<file path="src/hw/rtl/brickwall_peak_limiter_assert.svh">
// Assertion macros for the brickwall peak limiter.
// Used by the top level only; no other dependencies.
`ifndef BRICKWALL_PEAK_LIMITER_ASSERT_SVH
`define BRICKWALL_PEAK_LIMITER_ASSERT_SVH

// Implication checked on every clock edge outside reset.
`define BPL_ASSERT_IMPL(label, clk, rst, cond, expr, msg) \
   label: assert property (@(posedge clk) disable iff (rst) (cond) |-> (expr)) \
      else $error(msg);

// Implication checked in the cycle after the condition.
`define BPL_ASSERT_NEXT(label, clk, rst, cond, expr, msg) \
   label: assert property (@(posedge clk) disable iff (rst) (cond) |=> (expr)) \
      else $error(msg);

`endif

</file>
<file path="src/hw/rtl/bpl_pkg.sv">
// Shared constants and types for the brickwall peak limiter.
// No dependencies.
package bpl_pkg;
   localparam int MAX_DELAY_DEF     = 512;
   localparam int CHANNEL_COUNT_DEF = 2;
   localparam int SAMPLE_BITS_DEF   = 24;
   localparam int COEF_BITS         = 23;
   localparam int CSR_IDX_BITS      = 2;
   localparam int CSR_DATA_BITS     = 24;
   localparam int LEN_BITS          = 10;

   localparam logic [CSR_IDX_BITS-1:0] REG_CEILING   = 2'd0;
   localparam logic [CSR_IDX_BITS-1:0] REG_RELEASE   = 2'd1;
   localparam logic [CSR_IDX_BITS-1:0] REG_TRUE_PEAK = 2'd2;
   localparam logic [CSR_IDX_BITS-1:0] REG_LOOKAHEAD = 2'd3;

   // Controller to datapath commands.
   typedef struct packed {
      logic clear_step; // zero one delay memory entry
      logic load;       // capture request, start detection
      logic tp_step;    // true-peak scale step
      logic div_init;   // start divider
      logic div_step;   // one quotient bit
      logic env_step;   // envelope update
      logic mul_step;   // output multiply
      logic out_step;   // clip and write result register
   } cmd_type;

   // Datapath status to controller.
   typedef struct packed {
      logic need_div;
      logic clear_done;
   } status_type;
endpackage

</file>
<file path="src/hw/rtl/bpl_ctrl.sv">
// Sequencer for the brickwall peak limiter.
// Depends on bpl_pkg.
module bpl_ctrl
   import bpl_pkg::*;
#(
   parameter int SAMPLE_BITS = SAMPLE_BITS_DEF
) (
   input  logic       clock,
   input  logic       reset,
   input  logic       req_valid,
   output logic       req_stall,
   input  logic       rsp_free,
   input  status_type status,
   output cmd_type    cmd
);
   localparam int CNT_BITS = $clog2(SAMPLE_BITS + 1);

   localparam logic [2:0] ST_IDLE  = 3'd0;
   localparam logic [2:0] ST_TP    = 3'd1;
   localparam logic [2:0] ST_DIVI  = 3'd2;
   localparam logic [2:0] ST_DIV   = 3'd3;
   localparam logic [2:0] ST_ENV   = 3'd4;
   localparam logic [2:0] ST_MUL   = 3'd5;
   localparam logic [2:0] ST_OUT   = 3'd6;
   localparam logic [2:0] ST_CLEAR = 3'd7;

   logic [2:0]          state_ff, state_in;
   logic [CNT_BITS-1:0] cnt_ff, cnt_in;

   assign req_stall = (state_ff != ST_IDLE);

   // Next state and commands
   always_comb begin
      state_in = state_ff;
      cnt_in   = cnt_ff;
      cmd      = '0;
      unique case (state_ff)
         ST_CLEAR: begin
            cmd.clear_step = 1'b1;
            if (status.clear_done) begin
               state_in = ST_IDLE;
            end
         end
         ST_IDLE: begin
            if (req_valid) begin
               cmd.load = 1'b1;
               state_in = ST_TP;
            end
         end
         ST_TP: begin
            cmd.tp_step = 1'b1;
            state_in    = ST_DIVI;
         end
         ST_DIVI: begin
            if (status.need_div) begin
               cmd.div_init = 1'b1;
               // quotient is below unity: SAMPLE_BITS-1 fraction bits
               cnt_in       = CNT_BITS'(SAMPLE_BITS - 1);
               state_in     = ST_DIV;
            end else begin
               state_in = ST_ENV;
            end
         end
         ST_DIV: begin
            cmd.div_step = 1'b1;
            cnt_in       = cnt_ff - 1'b1;
            if (cnt_ff == CNT_BITS'(1)) begin
               state_in = ST_ENV;
            end
         end
         ST_ENV: begin
            cmd.env_step = 1'b1;
            state_in     = ST_MUL;
         end
         ST_MUL: begin
            cmd.mul_step = 1'b1;
            state_in     = ST_OUT;
         end
         ST_OUT: begin
            if (rsp_free) begin
               cmd.out_step = 1'b1;
               state_in     = ST_IDLE;
            end
         end
         default: state_in = ST_IDLE;
      endcase
   end

   always_ff @(posedge clock) begin
      if (reset) begin
         state_ff <= ST_CLEAR;
         cnt_ff   <= '0;
      end else begin
         state_ff <= state_in;
         cnt_ff   <= cnt_in;
      end
   end
endmodule

</file>
<file path="config.mk">
export PLATFORM = sky130hd
export DESIGN_NAME = bpl_ctrl
export DESIGN_NICKNAME = d
export VERILOG_FILES = /design/src/hw/rtl/brickwall_peak_limiter_assert.svh /design/src/hw/rtl/bpl_pkg.sv /design/src/hw/rtl/bpl_ctrl.sv
export SDC_FILE = /design/constraint.sdc
export NUM_CORES = 1
export LEC_CHECK = 0
export ABC_AREA = 1
export BUFFER_PORTS_ARGS = -buffer_cell sky130_fd_sc_hd__buf_2
export CAP_MARGIN = 25
export CORE_MARGIN = 1
export CORE_UTILIZATION = 40
export DETAILED_ROUTE_END_ITERATION = 10
export GPL_ROUTABILITY_DRIVEN = 0
export PLACE_DENSITY = 0.72
export SYNTH_ARGS = -nofsm -noshare
export SYNTH_HDL_FRONTEND = slang
export SYNTH_SLANG_ARGS = --single-unit
</file>
<file path="constraint.sdc">
create_clock -name clock -period 1.1 [get_ports clock]
set_input_delay 0.11 -clock clock [delete_from_list [all_inputs] [get_ports clock]]
set_output_delay 0.11 -clock clock [all_outputs]
set_load 0.05 [all_outputs]
</file>
==> results.ini <==
[outcome]
status = finished with violations
violations = negative setup slack

[sta]
relSlewSlack_pct = 85.9
setup_viol = 17
timing.final.ws_setup_ns = -0.201
rsz0062_at_grt = true
hold_viol_final = 0
fmax_mhz = 769
finalSetupTns_ns = -2.15
slew_viol_final = 0
fin_skew_ns = 0.00184
worst_pin_slew_ns = 0.212
worst_hold_slack_ns = 0.0807
period_minus_slack_ns = 1.30
period_share_pct = 118

[synthesis]
yosysWarnings = 0
synthFlopType = dfxtp_1
yosysMostFrequentCell = nand2_1
netlist_instances = 92
ys_ff_latch = 8
synth_cell_types = 21
avgSynthCellArea_um2 = 6.24
synth_commonest_cells = nand2_1 (19), inv_1 (12), nand3_1 (10)
yosysTopAreaCell = dfxtp_1
synth_edf_count = 0
syn_nets = 100
synthTopCellsByArea = dfxtp_1 (28%), nand2_1 (12%), nand3_1 (8.7%)
ys_seq_area_share_pct = 27.9
synthArstFlopShare_pct = 0
syn_area_um2 = 574
yosysTopAreaCellShare_pct = 27.9

[power]
combPwrFrac_pct = 73.1
clkPwrFrac_pct = 7.2
power_frac_seq_pct = 19.6
power.switching_uw = 1590
finalPower_uw = 3160
peakVddDrop_v = 0.00160
power_density_mw_per_mm2 = 3120
switching_share_pct = 50.3
power.leakage_uw = 0.000476
intPower_uw = 1570

[floorplanning]
start_util_pct = 43.6
die_area_mm2 = 0.00159
io_pins = 15
coreArea_mm2 = 0.00132
rows = 13
die_w_um = 39.9
die-height_um = 39.9

[worst_setup_path]
cp.arrival_ns = 1.19
crit_buf_inv = 1
path_cells = or2_4 -> nor2_4 -> buf_8
worstSetupStartpointType = flop
cp_max_fo = 6
crit_family = simple AND/OR/NAND/NOR gates
worst-setup-path-type = reg -> out
endpoint_kind = output pin
max_stage_delay_ns = 0.38
crit_slowest_cell = dfxtp_4
required_ns = 0.99

[placed_design]
dpl.hpwl_mm = 1.11
port_buffers = 14
place_area_um2 = 793
dp_worst_setup_slack_ns = -0.113

[clocking]
cts_sinks = 8
cts-hold-fix-buffers = 0
cts_tree = built
clkTransAtPathRegs_ns = 0.06
clock_latency_ns = 0.25
cts_buffers = 3
cts_buffer_depth = 2
htree_levels = 1
clockRootBuffer = clkbuf_4

[cells_and_area]
stdcell_area_mm2 = 0.00101
n_fill_cell = 105
nNetsFinal = 135
drive_above_1_share_pct = 55.2
synthToLayoutAreaGrowth_pct = 76.3
diodes = 0

[global_routing]
grt_use_total_pct = 26.9
grt_pass1_vias = 669
grt_start_max_net_pins = 9
grt_pass1_wl_mm = 2.84
antenna_found_initial = 0
gr-total-overflow = 0

[routing]
wl_per_cell_um = 12.5
first_pass_iters = 4
wirelength_mm = 1.75
drtIter0Drc = 21
drcViolationCount = 0
viasPerCell = 5.11
ant_nets = 0
vias = 716

[min_path]
hp-class = in -> reg

[flow_run]
maxCapViolations = 0

per-layer routing:
metal	GRT usage, %	part of all wire [%]	routed length (um)	vias up
met5	0	0	0	-
met3	7.39	6.7	117	2
met1	34.9	43	750	324
met2	44.0	50	872	29
li1	-	-	-	361
met4	4.31	0.34	6	0
cell families (layout without fill, tap and decap cells):
group	Yosys count	in the layout	share of synthesized area [%]
buffers and inverters	20	53	13.9
AO/OA/AOI/OAI	13	13	11.8
AND/OR/NAND/NOR	49	49	42.0
flip-flops	8	8	27.9
adder cells (fa/ha/maj)	2	2	4.36
cell usage in the layout (no fill, tap or decap), drive strengths merged:
cell type | netlist | final
a21oi | 7 | 7
buf | 2 | 32
clkbuf | 0 | 3
clkinv | 1 | 1
dfxtp | 8 | 8
ha | 2 | 2
inv | 17 | 17
nand2 | 22 | 22
nand3 | 10 | 10
nand4 | 3 | 3
nor2 | 10 | 10
nor3 | 2 | 2
o21ai | 5 | 5
o21bai | 1 | 1
or2 | 2 | 2
through the flow:
stage / utilization [%] / std cells
finish: 76.8 / 140
global route: 76.8 / 140
CTS: 74.0 / 139
detailed placement: 60.2 / 130
global placement: 60.2 / 130
floorplan: - / 92
sequential cells by signal (all words and copies together), names as in the netlist:
signal	cells
state_ff	3
cnt_ff	5
worst paths after layout:
check,start,end,slack (ns),cells after the start
setup / recovery,state_ff[1]$_SDFFE_PP1P_,cmd[5],-0.20,3
hold / removal,reset,cnt_ff[2]$_SDFFE_PP0P_,0.08,2
setup reg to reg,state_ff[0]$_SDFFE_PP1P_,state_ff[1]$_SDFFE_PP1P_,-0.15,8
hold reg to reg,cnt_ff[2]$_SDFFE_PP0P_,cnt_ff[2]$_SDFFE_PP0P_,0.48,2
final cells by class:
type	count	area [um2]	share of cell area [%]
multi-input combinational	64	430	42.5
timing repair buffer	32	292	28.8
sequential	8	173	17.1
inverter	18	76.3	7.54
clock buffer	3	22.5	2.22
tap	15	18.8	1.85
power by group through the flow:
stage | clock (uW) | sequential, uW | combinational [uW]
6_report | 229 | 621 | 2310
5_1_grt | 250 | 642 | 2500
4_1_cts | 233 | 611 | 2140
3_5_place_dp | 0 | 585 | 1750
3_3_place_gp | 0 | 579 | 1700
2_1_floorplan | 0 | 515 | 1350
repair_timing:
item,in CTS,in global routing
gates resized for setup,40,8
pin swaps,5,4
setup buffers,6,1
endpoints found under the setup margin,16,17
hold endpoints to repair,0,0
No activity file was read; power rests on OpenSTA's default activity.
